### src/i2cee_pkg.sv
// Shared types, codes and constants of the I2C EEPROM byte access sequencer.
`default_nettype none
package i2cee_pkg;

   typedef enum logic [1:0] {
      KIND_READ  = 2'd0,
      KIND_WRITE = 2'd1,
      KIND_RESP  = 2'd2,
      KIND_NONE  = 2'd3
   } kind_type;

   typedef enum logic [2:0] {
      CMD_START = 3'd0,
      CMD_SEND  = 3'd1,
      CMD_RECV  = 3'd2,
      CMD_STOP  = 3'd3,
      CMD_DONE  = 3'd4
   } cmd_type;

   localparam logic [7:0] DEV_ADDR_RESET = 8'hA0;
   localparam logic [7:0] READ_BIT       = 8'h01;

   // Result queue size; two slots must be free to take a request word.
   localparam int QDEPTH  = 4;
   localparam int QADDR_W = $clog2(QDEPTH);

   typedef struct packed {
      cmd_type    command;
      logic [7:0] bus_byte;
      logic [7:0] read_data;
      logic       failed;
      logic       last;
   } result_type;

   // What one input word produces: zero, one or two results.
   typedef struct packed {
      logic [1:0] count;
      result_type res0;
      result_type res1;
   } step_type;

   function automatic result_type make_result(cmd_type cmd, logic [7:0] bus_byte,
                                              logic [7:0] read_data, logic failed,
                                              logic last);
      result_type r;
      r.command   = cmd;
      r.bus_byte  = bus_byte;
      r.read_data = read_data;
      r.failed    = failed;
      r.last      = last;
      return r;
   endfunction

endpackage
`default_nettype wire

### src/i2cee_seq.sv
// Access state machine: holds the request, the device address and the phase.
`default_nettype none
module i2cee_seq (
   input  wire logic                 clock,
   input  wire logic                 reset,
   input  wire logic                 in_fire,
   input  wire logic [1:0]           kind,
   input  wire logic [15:0]          mem_address,
   input  wire logic [7:0]           write_data,
   input  wire logic                 ack_missing,
   input  wire logic [7:0]           received_byte,
   input  wire logic                 csr_fire,
   input  wire logic [7:0]           csr_data,
   output i2cee_pkg::step_type       step
);

   typedef enum logic [2:0] {
      PH_IDLE = 3'd0,
      PH_DEV  = 3'd1,
      PH_HIGH = 3'd2,
      PH_LOW  = 3'd3,
      PH_DATA = 3'd4,
      PH_RDEV = 3'd5,
      PH_RECV = 3'd6
   } phase_type;

   phase_type   phase_ff, phase_in;
   logic        is_write_ff, is_write_in;
   logic [15:0] held_address_ff, held_address_in;
   logic [7:0]  held_data_ff, held_data_in;
   logic [7:0]  device_address_ff;
   i2cee_pkg::kind_type kind_code;

   assign kind_code = i2cee_pkg::kind_type'(kind);

   always_comb begin
      phase_in        = phase_ff;
      is_write_in     = is_write_ff;
      held_address_in = held_address_ff;
      held_data_in    = held_data_ff;
      step            = '0;
      if ((kind_code == i2cee_pkg::KIND_READ) || (kind_code == i2cee_pkg::KIND_WRITE)) begin
         // A request is only taken when no access is in flight.
         if (phase_ff == PH_IDLE) begin
            is_write_in     = (kind_code == i2cee_pkg::KIND_WRITE);
            held_address_in = mem_address;
            held_data_in    = (kind_code == i2cee_pkg::KIND_WRITE) ? write_data : 8'h00;
            step.count = 2'd2;
            step.res0  = i2cee_pkg::make_result(i2cee_pkg::CMD_START, 8'h00, 8'h00,
                                                1'b0, 1'b0);
            step.res1  = i2cee_pkg::make_result(i2cee_pkg::CMD_SEND, device_address_ff,
                                                8'h00, 1'b0, 1'b1);
            phase_in   = PH_DEV;
         end
      end else if ((kind_code == i2cee_pkg::KIND_RESP) && (phase_ff != PH_IDLE)) begin
         if ((phase_ff == PH_RECV) || ack_missing ||
             (phase_ff == PH_DATA)) begin
            // Stop and report; the receive response carries the read byte.
            step.count = 2'd2;
            step.res0  = i2cee_pkg::make_result(i2cee_pkg::CMD_STOP, 8'h00, 8'h00,
                                                1'b0, 1'b0);
            if (phase_ff == PH_RECV) begin
               step.res1 = i2cee_pkg::make_result(i2cee_pkg::CMD_DONE, 8'h00,
                                                  received_byte, 1'b0, 1'b1);
            end else begin
               step.res1 = i2cee_pkg::make_result(i2cee_pkg::CMD_DONE, 8'h00, 8'h00,
                                                  ack_missing, 1'b1);
            end
            phase_in = PH_IDLE;
         end else begin
            case (phase_ff)
               PH_DEV: begin
                  step.count = 2'd1;
                  step.res0  = i2cee_pkg::make_result(i2cee_pkg::CMD_SEND,
                                                      held_address_ff[15:8], 8'h00,
                                                      1'b0, 1'b1);
                  phase_in   = PH_HIGH;
               end
               PH_HIGH: begin
                  step.count = 2'd1;
                  step.res0  = i2cee_pkg::make_result(i2cee_pkg::CMD_SEND,
                                                      held_address_ff[7:0], 8'h00,
                                                      1'b0, 1'b1);
                  phase_in   = PH_LOW;
               end
               PH_LOW: begin
                  if (is_write_ff) begin
                     step.count = 2'd1;
                     step.res0  = i2cee_pkg::make_result(i2cee_pkg::CMD_SEND,
                                                         held_data_ff, 8'h00,
                                                         1'b0, 1'b1);
                     phase_in   = PH_DATA;
                  end else begin
                     // Repeated start, then the device address in read form.
                     step.count = 2'd2;
                     step.res0  = i2cee_pkg::make_result(i2cee_pkg::CMD_START, 8'h00,
                                                         8'h00, 1'b0, 1'b0);
                     step.res1  = i2cee_pkg::make_result(i2cee_pkg::CMD_SEND,
                                                         device_address_ff |
                                                         i2cee_pkg::READ_BIT,
                                                         8'h00, 1'b0, 1'b1);
                     phase_in   = PH_RDEV;
                  end
               end
               PH_RDEV: begin
                  step.count = 2'd1;
                  step.res0  = i2cee_pkg::make_result(i2cee_pkg::CMD_RECV, 8'h00,
                                                      8'h00, 1'b0, 1'b1);
                  phase_in   = PH_RECV;
               end
               default: begin
                  phase_in = PH_IDLE;
               end
            endcase
         end
      end
   end

   always_ff @(posedge clock) begin
      if (reset) begin
         phase_ff          <= PH_IDLE;
         is_write_ff       <= 1'b0;
         held_address_ff   <= 16'h0000;
         held_data_ff      <= 8'h00;
         device_address_ff <= i2cee_pkg::DEV_ADDR_RESET;
      end else begin
         if (in_fire) begin
            phase_ff        <= phase_in;
            is_write_ff     <= is_write_in;
            held_address_ff <= held_address_in;
            held_data_ff    <= held_data_in;
         end
         if (csr_fire) begin
            device_address_ff <= csr_data;
         end
      end
   end

endmodule
`default_nettype wire

### src/i2cee_rspq.sv
// Result queue: takes up to two results per cycle and hands out one per cycle while pop_ready is high.
`default_nettype none
module i2cee_rspq (
   input  wire logic                          clock,
   input  wire logic                          reset,
   input  wire logic                          push_en,
   input  wire i2cee_pkg::step_type           push,
   input  wire logic                          pop_ready,
   output logic                               pop_valid,
   output i2cee_pkg::result_type              pop_data,
   output logic                               room_two,
   output logic [i2cee_pkg::QADDR_W:0]        level
);

   i2cee_pkg::result_type                 slot_ff [i2cee_pkg::QDEPTH];
   logic [i2cee_pkg::QADDR_W-1:0]         wr_ptr_ff, wr_ptr_in;
   logic [i2cee_pkg::QADDR_W-1:0]         rd_ptr_ff, rd_ptr_in;
   logic [i2cee_pkg::QADDR_W:0]           level_ff, level_in;
   logic [1:0]                            push_count;
   logic                                  pop_fire;
   logic [i2cee_pkg::QADDR_W-1:0]         wr_next;

   assign push_count = push_en ? push.count : 2'd0;
   assign pop_fire   = pop_valid && pop_ready;
   assign wr_next    = wr_ptr_ff + 1'b1;

   assign pop_valid = (level_ff != '0);
   assign pop_data  = slot_ff[rd_ptr_ff];
   assign room_two  = (level_ff <= (i2cee_pkg::QADDR_W + 1)'(i2cee_pkg::QDEPTH - 2));
   assign level     = level_ff;

   always_comb begin
      wr_ptr_in = wr_ptr_ff + i2cee_pkg::QADDR_W'(push_count);
      rd_ptr_in = rd_ptr_ff + i2cee_pkg::QADDR_W'(pop_fire);
      level_in  = level_ff + (i2cee_pkg::QADDR_W + 1)'(push_count)
                  - (i2cee_pkg::QADDR_W + 1)'(pop_fire);
   end

   always_ff @(posedge clock) begin
      if (reset) begin
         wr_ptr_ff <= '0;
         rd_ptr_ff <= '0;
         level_ff  <= '0;
      end else begin
         wr_ptr_ff <= wr_ptr_in;
         rd_ptr_ff <= rd_ptr_in;
         level_ff  <= level_in;
      end
   end

   always_ff @(posedge clock) begin
      if (push_count != 2'd0) begin
         slot_ff[wr_ptr_ff] <= push.res0;
      end
      if (push_count == 2'd2) begin
         slot_ff[wr_next] <= push.res1;
      end
   end

endmodule
`default_nettype wire

### src/i2c_eeprom_byte_access_sequencer.sv
// Top level of the I2C EEPROM byte access sequencer.
//
// The req_ channel carries read and write requests and the bus responses of
// the byte-level I2C master. Each accepted word updates the access state in
// the same cycle and yields zero, one or two command words on the rsp_
// channel (start, send byte, receive, stop, finished); rsp_last marks the
// final word that an input caused.
// Result words are registered in the result queue before they appear on rsp_;
// they leave one per cycle while rsp_ready is high, so an input that yields
// two results hands them out one after the other. A four-entry result queue
// sits between the sides: req_ready is high while at least two entries are
// free. Input is taken every cycle while results leave as fast as they
// arrive; once a backlog builds, a word that yields two results stalls the
// input until an entry drains. While the receiver stalls, input is taken
// until three or more entries are occupied. The csr_ channel writes the
// device address (write form); it is always ready. The user must see that it
// is written only while no access is in flight; the block does not enforce it.
// Reset is synchronous: it empties the queue, returns the sequencer to idle
// and sets the device address to 0xA0.
`default_nettype none
module i2c_eeprom_byte_access_sequencer (
   input  wire logic        clock,
   input  wire logic        reset,
   input  wire logic        req_valid,
   output logic             req_ready,
   input  wire logic [1:0]  req_kind,
   input  wire logic [15:0] req_mem_address,
   input  wire logic [7:0]  req_write_data,
   input  wire logic        req_ack_missing,
   input  wire logic [7:0]  req_received_byte,
   output logic             rsp_valid,
   input  wire logic        rsp_ready,
   output logic [2:0]       rsp_command,
   output logic [7:0]       rsp_bus_byte,
   output logic [7:0]       rsp_read_data,
   output logic             rsp_failed,
   output logic             rsp_last,
   input  wire logic        csr_valid,
   output logic             csr_ready,
   input  wire logic [7:0]  csr_device_address
);

   logic                              req_fire;
   i2cee_pkg::step_type               step;
   i2cee_pkg::result_type             head;
   logic [i2cee_pkg::QADDR_W:0]       level;

   assign req_fire  = req_valid && req_ready;
   assign csr_ready = 1'b1;

   i2cee_seq u_seq (
      .clock         (clock),
      .reset         (reset),
      .in_fire       (req_fire),
      .kind          (req_kind),
      .mem_address   (req_mem_address),
      .write_data    (req_write_data),
      .ack_missing   (req_ack_missing),
      .received_byte (req_received_byte),
      .csr_fire      (csr_valid && csr_ready),
      .csr_data      (csr_device_address),
      .step          (step)
   );

   i2cee_rspq u_rspq (
      .clock     (clock),
      .reset     (reset),
      .push_en   (req_fire),
      .push      (step),
      .pop_ready (rsp_ready),
      .pop_valid (rsp_valid),
      .pop_data  (head),
      .room_two  (req_ready),
      .level     (level)
   );

   assign rsp_command   = head.command;
   assign rsp_bus_byte  = head.bus_byte;
   assign rsp_read_data = head.read_data;
   assign rsp_failed    = head.failed;
   assign rsp_last      = head.last;

`ifndef SYNTHESIS
   a_level_bound: assert property (@(posedge clock) disable iff (reset)
      level <= (i2cee_pkg::QADDR_W + 1)'(i2cee_pkg::QDEPTH))
      else $error("result queue overfilled");

   a_done_is_last: assert property (@(posedge clock) disable iff (reset)
      (rsp_valid && (rsp_command == i2cee_pkg::CMD_DONE)) |-> rsp_last)
      else $error("finished word without last");

   a_failed_only_done: assert property (@(posedge clock) disable iff (reset)
      (rsp_valid && rsp_failed) |-> (rsp_command == i2cee_pkg::CMD_DONE))
      else $error("failure flag on a bus command");

   a_stop_then_done: assert property (@(posedge clock) disable iff (reset)
      (rsp_valid && rsp_ready && (rsp_command == i2cee_pkg::CMD_STOP)) |=>
      (rsp_valid && (rsp_command == i2cee_pkg::CMD_DONE)))
      else $error("stop not followed by finished word");
`endif

endmodule
`default_nettype wire

### config.mk
export PLATFORM = sky130hd
export DESIGN_NAME = i2c_eeprom_byte_access_sequencer
export DESIGN_NICKNAME = d
export VERILOG_FILES = /design/src/i2cee_pkg.sv /design/src/i2cee_seq.sv /design/src/i2cee_rspq.sv /design/src/i2c_eeprom_byte_access_sequencer.sv
export SDC_FILE = /design/constraint.sdc
export NUM_CORES = 1
export LEC_CHECK = 0
export ABC_AREA = 1
export BUFFER_PORTS_ARGS = -buffer_cell sky130_fd_sc_hd__buf_2
export CAP_MARGIN = 20
export CORE_UTILIZATION = 63
export CTS_CLUSTER_DIAMETER = 50
export DETAILED_ROUTE_END_ITERATION = 16
export PLACE_DENSITY = 0.95
export SYNTH_ARGS = -nofsm -noshare
export SYNTH_HDL_FRONTEND = slang
export SYNTH_SLANG_ARGS = --single-unit
### constraint.sdc
create_clock -name clock -period 6.8 [get_ports clock]
set_input_delay 1.7 -clock clock [delete_from_list [all_inputs] [get_ports clock]]
set_output_delay 1.7 -clock clock [all_outputs]
set_load 0.01 [all_outputs]
Word level (Yosys, flattened, before mapping) --
Memories as Yosys holds them, arrays and structs flattened. A register that Yosys moved wholly into a read port is not among the register bits. Cells that the tools add are included.
Storage, ports and cells: flip-flop bits (word level) 43, bits in writable memories 84, output and inout bits 24, memories kept 1
Memories:
- u_rspq.slot_ff | depth 4, bits a word 21, rd ports 1, clocked after Yosys merged registers in 1, write ports 2, line i2cee_rspq.sv:15 | i2cee_pkg::result_type slot_ff [i2cee_pkg::QDEPTH];
Cells by class: add/sub/neg operators 5, magnitude comparators 1, equal/unequal tests 10, multiplexer cells 22, reduce and logical (&&, ||, !) cells 14
Operators with widths (count):
- two-way mux 44 bit | 4
- case mux 23 bit (4 select lines) | 1
- two-way mux 23 bit | 1
- two-way mux 21 bit | 1
- two-way mux 19 bit | 1
- two-way mux 3 bit | 4
- case mux 3 bit (4 select lines) | 1
- two-way mux 10 bit | 1
- == test 3 bit, second input constant | 3
- two-way mux 8 bit | 1
- == test 3 x 2 -> 1 bit, second input constant | 2
- AND reduction 3 bit | 2
- nonzero test 3 bit | 2
- two-way mux 1 bit | 5
- == test 2 bit, second input constant | 2
- two-way mux 2 bit | 2
- nonzero test 2 bit | 2
- adder 3 x 2 -> 3 bit | 1
- == test 3 x 1 -> 1 bit, second input constant | 1
- <= comparator 3 x 2 -> 1 bit, second input constant | 1
- logical AND 1 bit | 3
- zero test 3 bit | 1
- logical OR 1 bit | 3
- subtractor 3 x 1 -> 3 bit | 1
- 6 further kinds | 6

Depth between registers and ports, before layout --
Gate-level depths: netlist of run 1.
depth in word-level cells 10, mapped depth 12, depth with buffers taken out 11

Modules after synthesis --
From an unflattened synthesis of run 1, not the netlist that was laid out.
Unflattened totals: cells, all modules 782, area total of the unflattened synthesis 6686.4 um^2
By module, submodules not included:
- i2cee_rspq | instances 1, cells each 475, area each 4674.5 um^2, seq. area each 2662.6 um^2
- i2cee_seq | instances 1, cells each 303, area each 1993.2 um^2, seq. area each 720.7 um^2
- i2c_eeprom_byte_access_sequencer | instances 1, cells each 4, area each 18.8 um^2, seq. area each 0.0 um^2

Worst setup path before layout of run 1 --
No wires, ideal clock.
kind input to register, start point input req_kind[1], end point memory u_rspq.slot_ff[0][0] (netlist name), enable pin, arrival time 3.049 ns, data required time 6.423 ns, slack 3.374 ns, stages 10, path through inv_2 nor2_2 nand2_4 nor2_8 nand3_2 nand2_2 buf_6 nand2_4 buf_8 nand2_1
RTL lines:
- start, declared | line i2c_eeprom_byte_access_sequencer.sv:26 | input wire logic [1:0] req_kind,
- end, declared | line i2cee_rspq.sv:15

==> metrics.md, run 1 <==
| Metric | Value |
|---|---|
| Top Ports | `72` |
| CTS tree | `done` |
| Clk buf depth | `2` |
| Antenna violations before repair | `0` |
| Syn nets | `746` |
| # port buffers | `70` |
| DRC | `0` |
| Vias per inst | `around 6.0` |
| Synth Cell Area | `approximately 6100 µm²` |
| Clock power share | `about 38%` |
| Post-CTS sizing | `0` |
| CTS Root Cell | `clkbuf_8` |
| Largest net degree at the start of global routing | `45` |
| CTS sink cnt | `127` |
| Clock latency on the worst-skew pair | `roughly 0.54 ns` |
| Most frequent cells in the layout | `nor2_1 (144), nand2_1 (122), o21ai_0 (107)` |
| Final worst slack | `2.734 ns` |
| Arrival time at the worst endpoint | `approximately 4.2 ns` |
| Final setup vio count | `0` |
| WL per Instance | `approximately 17 µm` |
| Synth top area cells | `edfxtp_1 (40%), dfxtp_1 (16%), nor2_1 (8.9%)` |
| Commonest non-fill, non-tap cell in the layout | `nor2_1` |
| Hold Vio Cnt, Final | `0` |
| Internal power | `1.724 mW` |
| Placer Congestion | `0.9754` |
| CP Class | `in2reg` |
| Worst vdd ir | `about 0.00021 V` |
| GRT Util Overall | `31.73%` |
| RSZ-0062 raised after global routing | `no` |
| Die H | `100.0 µm` |
| #FFs+latches synth | `127` |
| Fmax | `about 0.25 GHz` |
| Ys Warns | `0` |
| Fin crit share | `between 50% and 60%` |
| Endpoint class of the critical path | `register` |
| Layout cells sized above 1 | `19.45%` |
| Post-route minimum period | `~4.1 ns` |
| Layout Area Growth over Synthesis | `16.64%` |
| Placed Cells | `~860` |
| Sequential area share after synthesis | `between 50% and 60%` |
| Relative slew slack | `29.20%` |
| Leading area contributor after synthesis | `edfxtp_1` |
| Pins Over Slew Limit | `0` |
| CTS buffer count | `17` |
| Setup Buffers After CTS | `0` |
| Cell Pwr Density | `363.4 nW/µm²` |
| DR iter-0 viols | `roughly 500` |
| Vias in the first global route | `between 5000 and 6000` |
| Hold slack | `about 0.47 ns` |
| Die width | `between 100 and 150 µm` |
| Vias | `between 5000 and 6000` |
| Ant. Diodes | `0` |
| Worst slew pin tran | `about 1.1 ns` |
| Tightest Hold Check Type | `reg2reg` |
| HPWL Detailed | `between 9 and 10 mm` |
| Critical Path RT | `6.95 ns` |
| # hold bufs at CTS | `0` |
| Status | `finished, final reports clean` |
| Max Cap Viol | `0` |
| Worst Clk Skew | `roughly 0.0075 ns` |
| P_leak | `a little under 3 nW` |
| Core Area | `slightly above 9000 µm²` |
| Ys flop type | `edfxtp_1` |
| Cell count after synthesis | `approximately 700` |
| Routed Antenna Nets | `0` |
| Combinational power share | `~26%` |
| Post-synth top area share | `39.68%` |
| Mean Syn Cell Area | `around 9 µm²` |
| Seq pwr share | `37.0%` |
| Switching share of power | `roughly a third` |
| H-tree depth | `4` |
| Total negative setup slack | `0 ns` |
| EDFF count, synth | `80` |
| Die ar. | `10010 µm²` |
| Initial DRT Pass Iterations | `9` |
| Non-Filler Instances | `roughly 900` |
| Post-Place Worst Slack | `between 2 and 2.5 ns` |
| Gr ovfl total | `0` |
| Net Sw Power | `between 800 and 900 µW` |
| Clock slew at reported path FFs | `roughly 0.06 ns` |
| Crit-path max FO | `20` |
| Total wire length | `around 15 mm` |
| Number of cell rows | `35` |
| Crit path launch type | `primary input` |
| Synth async-reset ratio | `0%` |
| First-pass GRT wire length | `roughly 24 mm` |
| Starting Density | `between 60% and 70%` |
| Yosys cell types | `40` |
| Nets | `about 800` |
-- final timing paths --
check | start | to | slack [ns] | cells after the start
worst min register to register | u_seq.held_data_ff[0]$_SDFFE_PP0P_ | u_seq.held_data_ff[0]$_SDFFE_PP0P_ | 0.47 | 2
worst max register to register | u_seq.phase_ff[0]$_SDFFE_PP0P_ | u_rspq.slot_ff[0][18]$_DFFE_PP_ | 3.46 | 8
worst max-delay path | req_kind[1] | u_rspq.slot_ff[0][18]$_DFFE_PP_ | 2.73 | 9
worst min-delay path | u_seq.held_data_ff[0]$_SDFFE_PP0P_ | u_seq.held_data_ff[0]$_SDFFE_PP0P_ | 0.47 | 2
-- critical path, stage by stage --
cell     delay, ns
buf_2         0.19
inv_2         0.10
nor2_2        0.13
nand2_4       0.10
nand2_1       0.09
nand3_2       0.15
nor2_1        0.72
inv_1         0.24
nand2_1       0.78
-- registers in the layout, summed over array words and instances, names as in the netlist --
name,flops
u_rspq.slot_ff,84
u_seq.held_address_ff,16
u_seq.device_address_ff,8
u_seq.held_data_ff,8
u_rspq.level,3
u_seq.phase_ff,3
u_rspq.rd_ptr_ff,2
u_rspq.wr_ptr_ff,2
u_seq.is_write_ff,1
-- stage by stage --
stage,power [mW],util (%),instance area [µm²]
2_1_floorplan,1.403,-,6055
3_3_place_gp,1.551,69.08,6414
3_5_place_dp,1.588,69.08,6414
4_1_cts,2.541,75.77,7034
5_1_grt,2.671,76.06,7062
6_report,2.566,76.06,7062
-- routing by layer --
metal	global-route usage [%]	part of all wire, %	wire length (µm)	vias up
met5	0	0	0	-
met4	15.72	3.6	550	0
met3	7.521	10	1526	63
met2	56.60	50	7620	334
met1	35.67	36	5505	2482
li1	-	-	-	2462
-- logic make-up after synthesis --
group | share of synthesized area, %
adders and majority gates | 1.364
and+or+nand+nor | 22.28
xor gates and xnor gates | 0.5787
DFF | 55.22
other | 0.06194
AOI/OAI and AO/OA | 15.00
buffers and inverters | 5.497
-- Yosys cell counts, types with 8 or more instances --
cell / instances
inv_2: 11
inv_1: 32
clkbuf_1: 20
nor2_1: 144
o21ai_0: 107
nand2_1: 122
edfxtp_1: 80
o21ai_2: 8
o22ai_1: 21
a21oi_1: 24
dfxtp_1: 47
nand3_1: 18
-- final cells by class --
| class | count | area [µm²] |
|---|---|---|
| sequential | 127 | 3343 |
| multi-input combinational | 490 | 2379 |
| fill | 637 | 2222 |
| clock buffer | 17 | 414.1 |
| timing repair buffer | 73 | 392.9 |
| clock inverter | 15 | 206.4 |
| inverter | 44 | 165.2 |
| tap | 129 | 161.4 |
-- power by group through the flow --
stage / registers [mW] / logic [mW] / clock network, mW
6_report: 0.950 / 0.655 / 0.961
3_3_place_gp: 0.959 / 0.593 / 0
4_1_cts: 0.949 / 0.637 / 0.955
3_5_place_dp: 0.962 / 0.626 / 0
2_1_floorplan: 0.943 / 0.460 / 0
5_1_grt: 0.958 / 0.724 / 0.990
Note: power is estimated with default switching activity, not from simulation.
==> inputs of run 2 (changes only) <==
--- a/config.mk
+++ b/config.mk
@@ -8,10 +8,10 @@
 export ABC_AREA = 1
 export BUFFER_PORTS_ARGS = -buffer_cell sky130_fd_sc_hd__buf_2
 export CAP_MARGIN = 20
-export CORE_UTILIZATION = 63
+export CORE_UTILIZATION = 58
 export CTS_CLUSTER_DIAMETER = 50
 export DETAILED_ROUTE_END_ITERATION = 16
-export PLACE_DENSITY = 0.95
+export PLACE_DENSITY = 0.9
 export SYNTH_ARGS = -nofsm -noshare
 export SYNTH_HDL_FRONTEND = slang
 export SYNTH_SLANG_ARGS = --single-unit
==> constraint.sdc (replaced) <==
create_clock -name clock -period 4 [get_ports clock]
set_input_delay 1 -clock clock [delete_from_list [all_inputs] [get_ports clock]]
set_output_delay 1 -clock clock [all_outputs]
set_load 0.01 [all_outputs]
==> run 2 against run 1 <==
Combinational power rose by 69%. Clock skew increased by 0.0014 ns. Register-to-register slack lost 2.1 ns. Final cell count grew 1.1%. Setup slack got worse by 1.9 ns. Sequential share of layout area down 0.12 points. Sequential cell count is the same. Clock-buffer cell count unchanged. Design area is 0.25% higher. Non-clock buffer count is 6 higher. First-iteration DRC count rose by 24%. Largest cell class unchanged. Largest power group is now sequential cells.
==> metrics.md, run 2 (synthesis gave the netlist of run 1 again) <==
| Metric | Value |
|---|---|
| Status | `finished, final reports clean` |
| Clock latency on the worst-skew pair | `~0.53 ns` |
| Vias in the first global route | `4884` |
| First-pass GRT wire length | `24.09 mm` |
| DRC | `0` |
| Crit path launch type | `register` |
| Placer Congestion | `about 0.95` |
| Routed Antenna Nets | `0` |
| Core Area | `9955 µm²` |
| Clock slew at reported path FFs | `approximately 0.06 ns` |
| Gr ovfl total | `0` |
| Nets | `~810` |
| Hold slack | `0.4545 ns` |
| DR iter-0 viols | `around 600` |
| Endpoint class of the critical path | `output port` |
| Internal power | `2.902 mW` |
| Initial DRT Pass Iterations | `6` |
| WL per Instance | `~17 µm` |
| Ant. Diodes | `0` |
| Antenna violations before repair | `0` |
| Post-CTS sizing | `0` |
| Worst slew pin tran | `between 0.7 and 0.8 ns` |
| CTS tree | `done` |
| Worst stage delay on the critical path | `0.44 ns` |
| Clk buf depth | `2` |
| CTS Root Cell | `clkbuf_8` |
| Hold Vio Cnt, Final | `0` |
| Seq pwr share | `a little under two fifths` |
| Finished Core Util | `between 70 and 80%` |
| Net Sw Power | `between 1 and 1.5 mW` |
| Largest net degree at the start of global routing | `between 40 and 50` |
| Starting Density | `between 60 and 70%` |
| Layout Area Growth over Synthesis | `16.92%` |
| Top Ports | `between 70 and 80` |
| Crit-path max FO | `23` |
| Cell Pwr Density | `roughly 600 nW/µm²` |
| Die ar. | `10850 µm²` |
| Die width | `roughly 100 µm` |
| Pins Over Slew Limit | `0` |
| CP max stage cell | `inv_1` |
| Layout cells sized above 1 | `20.08%` |
| Non-Filler Instances | `905` |
| Most frequent cells in the layout | `nor2_1 (144), nand2_1 (122), o21ai_0 (107)` |
| Total negative setup slack | `0 ns` |
| Commonest non-fill, non-tap cell in the layout | `nor2_1` |
| Multi-input logic area | `between 2000 and 2500 µm²` |
| Combinational power share | `~26%` |
| HPWL Detailed | `slightly above 10 mm` |
| Switching share of power | `32.31%` |
| Top reg by flops | `u_rspq.slot_ff` |
| Final setup vio count | `0` |
| Top Registers | `u_rspq.slot_ff: 84 flops, u_seq.held_address_ff: 16 flops` |
| Fmax | `between 0.3 and 0.4 GHz` |
| # hold bufs at CTS | `0` |
| Arrival time at the worst endpoint | `2.12 ns` |
| Setup Buffers After CTS | `0` |
| Relative slew slack | `50.49%` |
| Post-route minimum period | `3.118 ns` |
| R2r setup slk | `roughly 1.3 ns` |
| Max Cap Viol | `0` |
| Worst path cell trace | `inv_1 > buf_4 > o21ai_0 > o22ai_1 > buf_2` |
| Number of fill cells in the layout | `between 700 and 800` |
| Fin crit share | `between 70 and 80%` |
| Number of cell rows | `36` |
| Worst Clk Skew | `between 0.008 and 0.009 ns` |
| Vias | `between 5000 and 6000` |
| Placed Cells | `approximately 870` |
| Die H | `~100 µm` |
| GRT Util Overall | `approximately 29%` |
| Vias per inst | `about 5.8` |
| Register area | `about 3300 µm²` |
| Post-Place Worst Slack | `between 0.6 and 0.7 ns` |
| Total wire length | `roughly 15 mm` |
| Largest register FFs | `84` |
| CP Class | `reg2out` |
| Worst vdd ir | `around 0.0004 V` |
| CTS buffer count | `17` |
| Final worst slack | `0.8817 ns` |
| CTS sink cnt | `approximately 130` |
| P_leak | `~2.9 nW` |
| Critical Path RT | `about 3.0 ns` |
| RSZ-0062 raised after global routing | `no` |
| H-tree depth | `4` |
| # port buffers | `70` |
| Tightest Hold Check Type | `reg2reg` |
| Clock power share | `36.5%` |
run 2: changes by cell type in the layout (fill, tap and decap cells not counted):
cell | previous run | this run
buf_4 | 2 | 9
inv_6 | 5 | 1
clkinv_2 | 2 | 4
clkinvlp_4 | 0 | 2
buf_16 | 1 | 0
clkinv_4 | 2 | 3
inv_8 | 1 | 0
run 2: path summary, 6_finish.rpt:
check	end	startpoint	depth (start not counted)
setup reg to reg	u_rspq.slot_ff[0][6]$_DFFE_PP_	u_seq.phase_ff[2]$_SDFFE_PP0P_	9
setup / recovery	rsp_read_data[5]	u_rspq.rd_ptr_ff[0]$_SDFF_PP0_	5
hold / removal	u_seq.device_address_ff[7]$_SDFFE_PP1P_	u_seq.device_address_ff[7]$_SDFFE_PP1P_	2
hold reg to reg	u_seq.device_address_ff[7]$_SDFFE_PP1P_	u_seq.device_address_ff[7]$_SDFFE_PP1P_	2
run 2: area by class of cell:
| type | instances | area share, % |
|---|---|---|
| Clock inverter | 15 | 2.739 |
| Clock buffer | 17 | 5.850 |
| Inverter | 44 | 2.333 |
| Multi-Input combinational cell | 490 | 33.60 |
| Timing Repair Buffer | 79 | 5.903 |
| Sequential cell | 127 | 47.23 |
| Tap cell | 133 | 2.351 |
run 2: through the flow:
stage / total power [mW] / cell area (µm²)
3_5_place_dp: 2.718 / 6471
3_3_place_gp: 2.670 / 6471
6_report: 4.287 / 7079
2_1_floorplan: 2.384 / 6055
5_1_grt: 4.479 / 7079
4_1_cts: 4.290 / 7079
run 2: power groups by stage:
| stage | Clock [mW] | Sequential, mW | Combinational [mW] |
|---|---|---|---|
| finish | 1.56 | 1.61 | 1.11 |
| global route | 1.63 | 1.63 | 1.23 |
| CTS | 1.57 | 1.61 | 1.11 |
| detailed placement | 0 | 1.63 | 1.08 |
| global placement | 0 | 1.63 | 1.04 |
| floorplan | 0 | 1.60 | 0.782 |
run 2: worst max-delay path, delay by kind of cell, from the launching register on:
family	cells	cell delay [ns]
flops	1	0.31
compound gates	2	0.31
buf+inv	3	0.96
run 2: routing by layer:
metal  GRT usage [%]  part of all wire [%]  vias up
met2           49.71                    50      281
li1                -                     -     2472
met4           12.24                   2.0        0
met5               0                     0        -
met1           36.02                    40     2443
met3           4.574                   8.2       31
==> inputs of run 3 (changes only) <==
==> constraint.sdc (replaced) <==
create_clock -name clock -period 2.96 [get_ports clock]
set_input_delay 0.74 -clock clock [delete_from_list [all_inputs] [get_ports clock]]
set_output_delay 0.74 -clock clock [all_outputs]
set_load 0.01 [all_outputs]
==> run 3 against run 2 <==
Sequential share of layout area fell by 0.13 points. Sequential cell count unchanged. Combinational power up 37%. Total power up 32%. Final cell count grew 0.55%.
==> metrics.md, run 3 (synthesis gave the netlist of run 1 again) <==
| Metric | Value |
|---|---|
| Worst Clk Skew | `between 0.009 and 0.01 ns` |
| Arrival time at the worst endpoint | `~2.1 ns` |
| Number of cell rows | `36` |
| Setup Buffers After CTS | `0` |
| Clock slew at reported path FFs | `roughly 0.06 ns` |
| Cell Pwr Density | `797.1 nW/µm²` |
| Crit path launch type | `register` |
| Top Registers | `u_rspq.slot_ff: 84 flops, u_seq.held_address_ff: 16 flops` |
| Vias per inst | `5.692` |
| Worst reg2reg endpoint | `u_rspq.level[2]$_SDFF_PP0_` |
| H-tree depth | `4` |
| P_leak | `2.899 nW` |
| Ant. Diodes | `0` |
| # hold bufs at CTS | `0` |
| Post-CTS sizing | `0` |
| Layout cells sized above 1 | `between 20% and 30%` |
| Pins Over Slew Limit | `0` |
| Largest net degree at the start of global routing | `between 40 and 50` |
| Relative slew slack | `52.62%` |
| Top Ports | `slightly above 70` |
| Final Power | `between 5 and 6 mW` |
| Placer Congestion | `~0.9` |
| Commonest non-fill, non-tap cell in the layout | `nor2_1` |
| Worst vdd ir | `around 0.00048 V` |
| Worst stage delay on the critical path | `roughly 0.50 ns` |
| CTS tree | `done` |
| WHS Endpoint | `u_seq.device_address_ff[5]$_SDFFE_PP1P_` |
| Number of fill cells in the layout | `709` |
| CP max stage cell | `inv_1` |
| R2R Path Start | `u_seq.phase_ff[0]$_SDFFE_PP0P_` |
| Nets | `approximately 800` |
| Finished Core Util | `between 70% and 80%` |
| CTS buffer count | `17` |
| Clock latency on the worst-skew pair | `between 0.5 and 0.6 ns` |
| DRC | `0` |
| First-pass GRT wire length | `roughly 24 mm` |
| Antenna violations before repair | `0` |
| Vias | `5180` |
| Post-route minimum period | `2.854 ns` |
| GRT Util Overall | `between 20% and 30%` |
| Die H | `between 100 and 150 µm` |
| Core Area | `roughly 10000 µm²` |
| Layout Area Growth over Synthesis | `17.26%` |
| Vias in the first global route | `between 5000 and 6000` |
| Final cell area excluding filler cells | `about 7100 µm²` |
| CTS sink cnt | `127` |
| HPWL Detailed | `roughly 9.7 mm` |
| Most frequent cells in the layout | `nor2_1 (144), nand2_1 (122), o21ai_0 (107)` |
| WL per Instance | `approximately 16 µm` |
| Worst slew pin tran | `0.7069 ns` |
| Worst path cell trace | `inv_1 > o21ai_0 > o22ai_1 > buf_2` |
| Gr ovfl total | `0` |
| Hold Vio Cnt, Final | `0` |
| Top reg by flops | `u_rspq.slot_ff` |
| Status | `finished, final reports clean` |
| R2r setup slk | `0.56 ns` |
| Die width | `about 100 µm` |
| CP Class | `reg2out` |
| Total wire length | `around 15 mm` |
| Die ar. | `~11000 µm²` |
| Tightest Hold Check Type | `in2reg` |
| Hold path startpoint | `csr_device_address[5]` |
| Crit-path max FO | `21` |
| DR iter-0 viols | `468` |
| Routed Antenna Nets | `0` |
| Area post-placement | `between 6000 and 7000 µm²` |
| RSZ-0062 raised after global routing | `no` |
| # port buffers | `70` |
| Starting Density | `about three fifths` |
| Max Cap Viol | `0` |
| Final setup vio count | `0` |
| Hold depth | `3` |
| Largest register FFs | `84` |
| Total negative setup slack | `0 ns` |
| Critical Path RT | `around 2.2 ns` |
| Fmax | `about 0.35 GHz` |
| Initial DRT Pass Iterations | `6` |
| Fin crit share | `between 90% and 100%` |
| Endpoint class of the critical path | `output port` |
| Clk buf depth | `2` |
| R2R cell count | `11` |
| CTS Root Cell | `clkbuf_8` |
==> run 3: critical path, delay by kind of cell, from the launching register on <==
family                 cells  cell delay [ns]
DFF                        1             0.32
buffers and inverters      2             0.69
AOI/OAI and AO/OA          2             0.57
==> run 3: worst max-delay path by stage <==
stage	startpoint	slack (ns)	end
2_1_floorplan	req_kind[1]	0.49	u_rspq.slot_ff[0][0]$_DFFE_PP_
3_3_place_gp	req_kind[1]	0.29	u_rspq.level[2]$_SDFF_PP0_
3_5_place_dp	req_kind[1]	0.20	u_rspq.level[2]$_SDFF_PP0_
4_1_cts	u_rspq.rd_ptr_ff[1]$_SDFF_PP0_	0.16	rsp_command[1]
5_1_grt	u_rspq.rd_ptr_ff[1]$_SDFF_PP0_	0.03	rsp_command[1]
6_report	u_rspq.rd_ptr_ff[1]$_SDFF_PP0_	0.11	rsp_command[1]
==> run 3: per-stage QoR <==
| step | std cells | worst slack, ns | hold WS [ns] |
|---|---|---|---|
| final | 910 | 0.1055 | 0.4245 |
| after global routing | 910 | 0.02818 | 0.4287 |
| after CTS | 910 | 0.1598 | 0.4058 |
| after detailed placement | 879 | 0.2045 | 0.4427 |
| after global placement | 879 | 0.2900 | 0.4555 |
| after floorplan | 692 | 0.4939 | 0.4225 |
==> run 3: metal layers <==
| metal | track usage, % | vias to the layer above | share of wire [%] | wire length, µm |
|---|---|---|---|---|
| li1 | - | 2483 | - | - |
| met1 | 35.01 | 2381 | 40 | 5766 |
| met2 | 48.19 | 282 | 50 | 7274 |
| met3 | 5.890 | 34 | 8.0 | 1170 |
| met4 | 12.35 | 0 | 2.3 | 339 |
| met5 | 0 | - | 0 | 0 |
==> run 3: layout make-up <==
cell class	count	area [µm²]	share of cell area, %
clock buffers	17	414.1	5.834
multi-input cells	490	2379	33.50
clock inverters	14	143.9	2.027
inverters	44	165.2	2.326
well taps	133	166.4	2.344
flip-flops and latches	127	3343	47.09
repair buffers	85	488.0	6.873
==> run 3: power by group <==
group,switching (mW),internal [mW]
Sequential,0.104,2.07
Combinational,1.01,0.511
Clock,0.772,1.19
